### config.mk
export PLATFORM = sky130hd
export DESIGN_NAME = hsw_seq
export DESIGN_NICKNAME = d
export VERILOG_FILES = /design/src/rtl/hsw_pkg.sv /design/src/rtl/hsw_seq.sv
export SDC_FILE = /design/constraint.sdc
export NUM_CORES = 1
export LEC_CHECK = 0
export BUFFER_PORTS_ARGS = -buffer_cell sky130_fd_sc_hd__buf_2
export CAP_MARGIN = 20
export CORE_AREA = 2 2 39 41
export CTS_CLUSTER_DIAMETER = 120
export DETAILED_ROUTE_END_ITERATION = 16
export DIE_AREA = 0 0 41 43
export GPL_TIMING_DRIVEN = 0
export PLACE_DENSITY = 0.49
export SLEW_MARGIN = 20
export SYNTH_ARGS = -nofsm -noshare
export SYNTH_HDL_FRONTEND = slang
export SYNTH_SLANG_ARGS = --single-unit
### constraint.sdc
create_clock -name clk -period 1.3 [get_ports clk]
set_clock_uncertainty 0.15 [all_clocks]
set_input_delay 0.195 -clock clk [delete_from_list [all_inputs] [get_ports clk]]
set_output_delay 0.195 -clock clk [all_outputs]
set_load 0.005 [all_outputs]
### src/rtl/hsw_pkg.sv
package hsw_pkg;

    // sequencer steps, one per clock; IDLE waits for input and OUT waits for a free output register
    typedef enum logic [3:0] {
        ST_IDLE,
        ST_MUL,
        ST_CLAMP,
        ST_DIFF,
        ST_SMUL,
        ST_ACC,
        ST_DLY,
        ST_ADDR,
        ST_RDL,
        ST_RDR,
        ST_TAPL,
        ST_TAPR,
        ST_WETL,
        ST_WETR,
        ST_OUT
    } hsw_state_t;

    typedef struct packed {
        hsw_state_t st;
        logic       accept;
        logic       out_load;
    } hsw_ctl_t;

    localparam int REG_IDX_W = 3;
    localparam int CFG_W     = 19;

    typedef logic [REG_IDX_W-1:0] reg_idx_t;

    localparam reg_idx_t REG_DELAY_SPAN   = 3'd0;
    localparam reg_idx_t REG_SMOOTH_COEF  = 3'd1;
    localparam reg_idx_t REG_PAN_OFFSET   = 3'd2;
    localparam reg_idx_t REG_PAN_CV_DEPTH = 3'd3;
    localparam reg_idx_t REG_MIX_OFFSET   = 3'd4;
    localparam reg_idx_t REG_MIX_CV_DEPTH = 3'd5;

    localparam logic [18:0] DELAY_SPAN_RST  = 19'd24576;
    localparam logic [15:0] SMOOTH_COEF_RST = 16'd429;

    // unity in Q1.14
    localparam logic signed [15:0] CTL_ONE = 16'sd16384;

endpackage

### src/rtl/hsw_seq.sv
module hsw_seq (
    input  logic             clk,
    input  logic             rst_n,
    input  logic             in_valid,
    input  logic             out_busy,
    output hsw_pkg::hsw_ctl_t ctl
);

    hsw_pkg::hsw_state_t state_reg;
    hsw_pkg::hsw_state_t state_next;

    always_ff @(posedge clk or negedge rst_n)
    begin
        if (!rst_n)
        begin
            state_reg <= hsw_pkg::ST_IDLE;
        end
        else
        begin
            state_reg <= state_next;
        end
    end

    always_comb
    begin
        state_next   = state_reg;
        ctl.st       = state_reg;
        ctl.accept   = 1'b0;
        ctl.out_load = 1'b0;
        case (state_reg)
            hsw_pkg::ST_IDLE:
            begin
                ctl.accept = in_valid;
                if (in_valid)
                begin
                    state_next = hsw_pkg::ST_MUL;
                end
            end
            hsw_pkg::ST_MUL:   state_next = hsw_pkg::ST_CLAMP;
            hsw_pkg::ST_CLAMP: state_next = hsw_pkg::ST_DIFF;
            hsw_pkg::ST_DIFF:  state_next = hsw_pkg::ST_SMUL;
            hsw_pkg::ST_SMUL:  state_next = hsw_pkg::ST_ACC;
            hsw_pkg::ST_ACC:   state_next = hsw_pkg::ST_DLY;
            hsw_pkg::ST_DLY:   state_next = hsw_pkg::ST_ADDR;
            hsw_pkg::ST_ADDR:  state_next = hsw_pkg::ST_RDL;
            hsw_pkg::ST_RDL:   state_next = hsw_pkg::ST_RDR;
            hsw_pkg::ST_RDR:   state_next = hsw_pkg::ST_TAPL;
            hsw_pkg::ST_TAPL:  state_next = hsw_pkg::ST_TAPR;
            hsw_pkg::ST_TAPR:  state_next = hsw_pkg::ST_WETL;
            hsw_pkg::ST_WETL:  state_next = hsw_pkg::ST_WETR;
            hsw_pkg::ST_WETR:  state_next = hsw_pkg::ST_OUT;
            hsw_pkg::ST_OUT:
            begin
                // park here until the output register is free
                if (!out_busy)
                begin
                    ctl.out_load = 1'b1;
                    state_next   = hsw_pkg::ST_IDLE;
                end
            end
            default:           state_next = hsw_pkg::ST_IDLE;
        endcase
    end

endmodule

==> impl_metrics.prom, run 1 <==
# TYPE chip_impl_metric gauge
chip_impl_metric{name="layout-drive-gt1-share",unit="%"} 67.4
chip_impl_metric{name="maxCapViolations",unit=""} 0
chip_impl_info{name="critical_setup_path_kind",value="reg2out"} 1
chip_impl_metric{name="place_congestion",unit=""} 0.615
chip_impl_metric{name="via_count_of_the_first_global_routing_pass",unit=""} 245
chip_impl_metric{name="final_nets",unit=""} 49
chip_impl_info{name="violations",value="negative setup slack"} 1
chip_impl_info{name="path_cells",value="buf_6 -> nand2b_4 -> nor4_4 -> buf_2"} 1
chip_impl_metric{name="die_area",unit="sq um"} 1760
chip_impl_metric{name="drtPass1Iterations",unit=""} 1
chip_impl_metric{name="drt-vias-per-instance",unit=""} 4.00
chip_impl_metric{name="synth_fp_nets",unit=""} 27
chip_impl_metric{name="route.detailed.drc",unit=""} 0
chip_impl_metric{name="fmax",unit="MHz"} 671
chip_impl_info{name="clock_tree.root_cell",value="sky130_fd_sc_hd__clkbuf_4"} 1
chip_impl_metric{name="numPortBuffers",unit=""} 9
chip_impl_metric{name="ys_warn_count",unit=""} 0
chip_impl_info{name="regToRegEndpoint",value="state_reg[2]"} 1
chip_impl_metric{name="final_count_of_hold_timing_violations",unit=""} 0
chip_impl_metric{name="syn-cell-area",unit="sq um"} 253
chip_impl_metric{name="clock_insertion_delay_worst_skew",unit="ps"} 230
chip_impl_info{name="status",value="complete, but fails checks"} 1
chip_impl_metric{name="syn_avg_cell_area",unit="sq um"} 11.0
chip_impl_metric{name="num_antenna_cells",unit=""} 0
chip_impl_metric{name="tritoncts_num_sinks",unit=""} 4
chip_impl_metric{name="floorplan.initialDensity",unit="%"} 18.3
chip_impl_metric{name="finalSetupTns",unit="ps"} -330
chip_impl_metric{name="finalSetupViolations",unit=""} 2
chip_impl_info{name="crit_slowest_cell",value="sky130_fd_sc_hd__dfrtp_1"} 1
chip_impl_metric{name="detailedPlacementHpwl",unit="microns"} 386
chip_impl_metric{name="std_cell_rows",unit=""} 14
chip_impl_metric{name="clock_tree.htree_level_count",unit=""} 1
chip_impl_info{name="hold_path_class",value="in2async"} 1
chip_impl_metric{name="worst_pin_slew",unit="ps"} 198
chip_impl_metric{name="vias",unit=""} 236
chip_impl_metric{name="area_growth_syn_to_layout",unit="%"} 77.7
chip_impl_metric{name="synth_cells",unit=""} 23
chip_impl_metric{name="r2r_setup_slack",unit="ps"} 40
chip_impl_metric{name="number_of_buffers_created_by_cts",unit=""} 3
chip_impl_metric{name="final_critical_path_setup_slack",unit="ps"} -191
chip_impl_metric{name="power_per_cell_area",unit="nW/um^2"} 2490
chip_impl_info{name="rr_startpoint",value="state_reg[1]"} 1
chip_impl_metric{name="async_flop_share",unit="%"} 100
chip_impl_metric{name="worstPathRequired",unit="ps"} 950
chip_impl_info{name="ys.flop_type",value="sky130_fd_sc_hd__dfrtp_1"} 1
chip_impl_metric{name="timing.critical_path.slowest_cell_delay",unit="ps"} 370
chip_impl_metric{name="initial_antenna_violation_count",unit=""} 0
chip_impl_info{name="synthTopCellsByCount",value="sky130_fd_sc_hd__dfrtp_1, sky130_fd_sc_hd__buf_6, sky130_fd_sc_hd__nor2b_1, sky130_fd_sc_hd__nor4_1, sky130_fd_sc_hd__o21ai_0"} 1
chip_impl_metric{name="largest_register_ffs",unit=""} 4
chip_impl_metric{name="cts.reportedPaths.clkPinSlew",unit="ps"} 40
chip_impl_info{name="yosysMostFrequentCell",value="sky130_fd_sc_hd__dfrtp_1"} 1
chip_impl_metric{name="num_io_pins",unit=""} 10
chip_impl_metric{name="arrival",unit="ps"} 1150
chip_impl_metric{name="ctsLongestPathBuffers",unit=""} 2
chip_impl_metric{name="die_w",unit="microns"} 41
chip_impl_metric{name="grt_remaining_overflow",unit=""} 0
chip_impl_info{name="crit_path_start_kind",value="flip-flop"} 1
chip_impl_metric{name="grt_use_total",unit="%"} 8.63
chip_impl_metric{name="vdd_drop_max",unit="mV"} 0.607
chip_impl_metric{name="power.leakage",unit="nW"} 0.209
chip_impl_metric{name="detail-route-antenna-nets",unit=""} 0
chip_impl_metric{name="cp_max_fo",unit=""} 6
chip_impl_metric{name="synth-seq-cells",unit=""} 4
chip_impl_metric{name="finalCritPeriodShare",unit="%"} 115
chip_impl_info{name="worstSetupEndpointType",value="output pin"} 1
chip_impl_metric{name="die_height",unit="microns"} 43
chip_impl_metric{name="ys_seq_area_share",unit="%"} 39.6
chip_impl_info{name="tritoncts",value="done"} 1
chip_impl_metric{name="core_area",unit="sq um"} 1380
chip_impl_metric{name="avgRoutedWirePerCell",unit="microns"} 10.9
chip_impl_metric{name="synth_enable_flop_cells",unit=""} 0
chip_impl_metric{name="grt_first_pass_wirelength",unit="microns"} 972
chip_impl_info{name="yosys.area.top_type",value="sky130_fd_sc_hd__dfrtp_1"} 1
chip_impl_metric{name="worst-r2r-cell-count",unit=""} 4
chip_impl_metric{name="timing.max_slew.rel_slack",unit="%"} 86.7
chip_impl_metric{name="grt_start_max_net_pins",unit=""} 9
chip_impl_metric{name="period_needed",unit="ps"} 1490
chip_impl_metric{name="ys_types",unit=""} 16
chip_impl_metric{name="starting_drc_count_in_detailed_routing",unit=""} 0
chip_impl_info{name="yosys-top-cells-area",value="sky130_fd_sc_hd__dfrtp_1, sky130_fd_sc_hd__buf_6, sky130_fd_sc_hd__nor2b_4, sky130_fd_sc_hd__nor2b_1, sky130_fd_sc_hd__nor3b_2"} 1
chip_impl_metric{name="routed_wire_length",unit="microns"} 641
chip_impl_info{name="unrepaired_setup_endpoints_after_global_routing",value="true"} 1
chip_impl_metric{name="synth_top_cell_area_share",unit="%"} 39.6
chip_impl_metric{name="finalPower",unit="W"} 0.00112
chip_impl_metric{name="tightest_hold_margin",unit="ps"} 146
chip_impl_metric{name="maxSlewViolCount",unit=""} 0
-- timing repair --
item,in CTS,in global routing
hold buffers,1,0
hold endpoints to repair,4,0
gates resized for setup,3,5
setup endpoints to repair,2,3
pin swaps,0,3
setup buffers,4,3
-- power breakdown --
part	internal [W]	total (W)	switching [W]
Sequential	0.000192	0.000248	0.0000557
Clock	0.000103	0.000149	0.0000464
Combinational	0.000419	0.000720	0.000301
Total	0.000714	0.00112	0.000403
-- area by class of cell --
| cell class | count | area [sq um] |
|---|---|---|
| fillers | 150 | 935 |
| multi-input cells | 16 | 160 |
| repair buffers | 17 | 111 |
| flip-flops and latches | 4 | 101 |
| plain buffers | 3 | 33.8 |
| clock buffers | 3 | 22.5 |
| well taps | 16 | 20.0 |
-- per-layer routing --
layer	up-vias	wire (microns)	share of wire, %	GRT usage [%]
li1	125	-	-	-
met1	99	285	44	10.6
met2	10	307	48	10.9
met3	2	34	5.3	0
met4	0	14	2.2	12.0
met5	-	0	0	0
-- logic make-up (layout without fill, tap and decap cells) --
family	Yosys count	in the layout	synth area share, %
mux	1	1	3.96
buf+inv	3	23	11.9
simple gates	9	9	26.2
compound gates	6	6	18.3
flops	4	4	39.6
-- worst max path at each step --
stage | start | to | slack, ps | depth (start not counted)
4_1_cts | state_reg[0] | ctl[1] | -230 | 4
3_3_place_gp | state_reg[0] | ctl[1] | -10 | 4
3_5_place_dp | state_reg[0] | ctl[1] | -20 | 4
2_1_floorplan | state_reg[0] | ctl[1] | 90 | 3
6_report | state_reg[0] | ctl[1] | -190 | 4
5_1_grt | state_reg[0] | ctl[1] | -270 | 4
-- per-stage QoR --
stage          instance area (sq um)  setup slack [ps]  utilization, %  instances
2_1_floorplan                    253              92.6               -         23
3_3_place_gp                     318             -11.9            23.0         48
3_5_place_dp                     318             -21.8            23.0         48
4_1_cts                          398              -235            28.8         56
5_1_grt                          449              -274            32.5         59
6_report                         449              -191            32.5         59
-- critical path, delay by kind of cell (launching register included) --
kind / cells / cell delay, ps
and+or+nand+nor: 2 / 260
DFF: 1 / 370
buffers and inverters: 2 / 290
-- cells in the final DEF (no fill, tap or decap), types with 2 or more instances in the layout --
cell type | netlist | layout
sky130_fd_sc_hd__clkbuf_4 | 0 | 3
sky130_fd_sc_hd__nor4_4 | 0 | 2
sky130_fd_sc_hd__nor2b_1 | 2 | 2
sky130_fd_sc_hd__buf_4 | 1 | 6
sky130_fd_sc_hd__dfrtp_1 | 4 | 3
sky130_fd_sc_hd__o21ai_0 | 2 | 2
sky130_fd_sc_hd__buf_6 | 2 | 4
sky130_fd_sc_hd__buf_2 | 0 | 9
Note: power is estimated with default switching activity, not from simulation.
==> run 2: changes to the inputs <==
TNS_END_PERCENT = 1   (was default)
==> impl_metrics.prom, run 2 (same netlist as run 1, synthesis figures left out) <==
# TYPE chip_impl_metric gauge
chip_impl_metric{name="detailedPlacementHpwl",unit="microns"} 386
chip_impl_info{name="startpoint",value="state_reg[1]"} 1
chip_impl_metric{name="starting_drc_count_in_detailed_routing",unit=""} 4
chip_impl_metric{name="period_needed",unit="ps"} 1490
chip_impl_metric{name="layout-drive-gt1-share",unit="%"} 60.5
chip_impl_metric{name="worst-r2r-cell-count",unit=""} 4
chip_impl_metric{name="num_io_pins",unit=""} 10
chip_impl_metric{name="die_area",unit="sq um"} 1760
chip_impl_info{name="worstSetupEndpointType",value="output pin"} 1
chip_impl_metric{name="std_cell_rows",unit=""} 14
chip_impl_metric{name="finalCritPeriodShare",unit="%"} 114
chip_impl_info{name="crit_slowest_cell",value="sky130_fd_sc_hd__dfrtp_1"} 1
chip_impl_info{name="status",value="complete, but fails checks"} 1
chip_impl_metric{name="detail-route-antenna-nets",unit=""} 0
chip_impl_info{name="tritoncts",value="done"} 1
chip_impl_metric{name="largest_register_ffs",unit=""} 4
chip_impl_metric{name="power_per_cell_area",unit="nW/um^2"} 2430
chip_impl_metric{name="maxSlewViolCount",unit=""} 0
chip_impl_metric{name="timing.max_slew.rel_slack",unit="%"} 83.3
chip_impl_metric{name="arrival",unit="ps"} 1140
chip_impl_metric{name="finalSetupViolations",unit=""} 2
chip_impl_info{name="clock_tree.root_cell",value="sky130_fd_sc_hd__clkbuf_4"} 1
chip_impl_metric{name="route.detailed.drc",unit=""} 0
chip_impl_metric{name="ctsLongestPathBuffers",unit=""} 2
chip_impl_metric{name="finalSetupTns",unit="ps"} -349
chip_impl_metric{name="die_w",unit="microns"} 41
chip_impl_metric{name="grt_remaining_overflow",unit=""} 0
chip_impl_info{name="final_cell_mix",value="sky130_fd_sc_hd__buf_2, sky130_fd_sc_hd__buf_4, sky130_fd_sc_hd__clkbuf_4, sky130_fd_sc_hd__dfrtp_1"} 1
chip_impl_metric{name="drt-vias-per-instance",unit=""} 4.02
chip_impl_metric{name="routed_wire_length",unit="microns"} 534
chip_impl_metric{name="power.leakage",unit="nW"} 0.180
chip_impl_info{name="regToRegEndpoint",value="state_reg[2]"} 1
chip_impl_metric{name="worstPathRequired",unit="ps"} 950
chip_impl_metric{name="seqCellArea",unit="sq um"} 101
chip_impl_metric{name="vdd_drop_max",unit="mV"} 0.625
chip_impl_metric{name="area_growth_syn_to_layout",unit="%"} 54.0
chip_impl_metric{name="timing.critical_path.slowest_cell_delay",unit="ps"} 370
chip_impl_metric{name="worst_pin_slew",unit="ps"} 249
chip_impl_metric{name="maxCapViolations",unit=""} 0
chip_impl_info{name="path_cells",value="buf_6 -> nor4_4 -> buf_2"} 1
chip_impl_info{name="crit_path_start_kind",value="flip-flop"} 1
chip_impl_info{name="violations",value="negative setup slack"} 1
chip_impl_metric{name="final_nets",unit=""} 44
chip_impl_info{name="unrepaired_setup_endpoints_after_global_routing",value="true"} 1
chip_impl_info{name="leading_cell_type_in_the_layout_fill_and_taps_excluded",value="sky130_fd_sc_hd__buf_2"} 1
chip_impl_metric{name="nFillCells",unit=""} 148
chip_impl_metric{name="final_count_of_hold_timing_violations",unit=""} 0
chip_impl_metric{name="grt_use_total",unit="%"} 8.33
chip_impl_metric{name="number_of_buffers_created_by_cts",unit=""} 3
chip_impl_info{name="cp_top_family",value="flip-flops"} 1
chip_impl_info{name="critical_setup_path_kind",value="reg2out"} 1
chip_impl_metric{name="num_antenna_cells",unit=""} 0
chip_impl_metric{name="initial_antenna_violation_count",unit=""} 0
chip_impl_metric{name="clock_insertion_delay_worst_skew",unit="ps"} 230
chip_impl_metric{name="die_height",unit="microns"} 43
chip_impl_metric{name="grt_first_pass_wirelength",unit="microns"} 938
chip_impl_metric{name="tightest_hold_margin",unit="ps"} 146
chip_impl_metric{name="critical_path_buffers_and_inverters",unit=""} 2
chip_impl_metric{name="clock_tree.htree_level_count",unit=""} 1
chip_impl_metric{name="grt_start_max_net_pins",unit=""} 10
chip_impl_metric{name="fmax",unit="MHz"} 672
chip_impl_metric{name="via_count_of_the_first_global_routing_pass",unit=""} 231
chip_impl_info{name="hold_path_class",value="in2async"} 1
chip_impl_metric{name="drtPass1Iterations",unit=""} 3
chip_impl_metric{name="core_area",unit="sq um"} 1380
chip_impl_metric{name="multiInputGateArea",unit="sq um"} 145
chip_impl_metric{name="place_congestion",unit=""} 0.615
chip_impl_metric{name="final_critical_path_setup_slack",unit="ps"} -188
chip_impl_info{name="endpoint",value="ctl[1]"} 1
chip_impl_metric{name="r2r_setup_slack",unit="ps"} 70
chip_impl_metric{name="numPortBuffers",unit=""} 9
chip_impl_metric{name="cp_max_fo",unit=""} 9
chip_impl_metric{name="avgRoutedWirePerCell",unit="microns"} 9.89
chip_impl_metric{name="floorplan.initialDensity",unit="%"} 18.3
chip_impl_metric{name="tritoncts_num_sinks",unit=""} 4
chip_impl_metric{name="worstSetupPathDepth",unit=""} 3
chip_impl_info{name="rr_startpoint",value="state_reg[0]"} 1
chip_impl_metric{name="vias",unit=""} 217
chip_impl_metric{name="cts.reportedPaths.clkPinSlew",unit="ps"} 40
[run 2: cell count changes in the layout (fill, tap and decap cells not counted), sizes merged]
cell  before  now
buf       19   14
[run 2: timing repair]
item                                   4_1_cts  5_1_grt
endpoints found under the hold margin        4        0
setup buffers                                0        2
setup endpoints to repair                    2        2
pin swaps                                    0        0
resized for setup                            3        1
hold buffers                                 1        0
[run 2: per-layer routing]
| layer | vias up | GRT usage [%] | wire [microns] |
|---|---|---|---|
| met5 | - | 0 | 0 |
| met4 | 0 | 12.0 | 14 |
| li1 | 115 | - | - |
| met1 | 90 | 10.3 | 258 |
| met3 | 2 | 0 | 34 |
| met2 | 10 | 10.3 | 227 |
[run 2: area by class of cell]
class,instances,share of cell area [%]
tap,16,5.14
timing repair buffer,12,18.0
multi-input combinational,16,37.3
buffer,3,7.72
clock buffer,3,5.79
sequential,4,26.0
[run 2: report_power, final]
part           leakage [nW]  internal (W)  switching [W]
clock                0.0138      0.000103      0.0000466
combinational         0.119      0.000307       0.000243
sequential           0.0473      0.000192      0.0000553
total                 0.180      0.000602       0.000344
[run 2: worst min-delay path by stage]
stage / startpoint / to / slack [ps] / cells after the start
finish: rst_n / state_reg[0] / 150 / 2
global route: rst_n / state_reg[0] / 170 / 2
CTS: rst_n / state_reg[0] / 140 / 2
detailed placement: rst_n / state_reg[1] / -140 / 1
global placement: rst_n / state_reg[1] / -150 / 1
floorplan: rst_n / state_reg[0] / -250 / 0
[run 2: metrics by stage]
| stage | std cells | cell area, sq um | worst slack, ps | power (W) | util [%] |
|---|---|---|---|---|---|
| final | 54 | 389 | -188 | 0.000946 | 28.1 |
| after global routing | 54 | 389 | -276 | 0.00104 | 28.1 |
| after CTS | 52 | 365 | -235 | 0.000888 | 26.4 |
| after detailed placement | 48 | 318 | -21.8 | 0.000698 | 23.0 |
| after global placement | 48 | 318 | -11.9 | 0.000696 | 23.0 |
| after floorplan | 23 | 253 | 92.6 | 0.000570 | - |
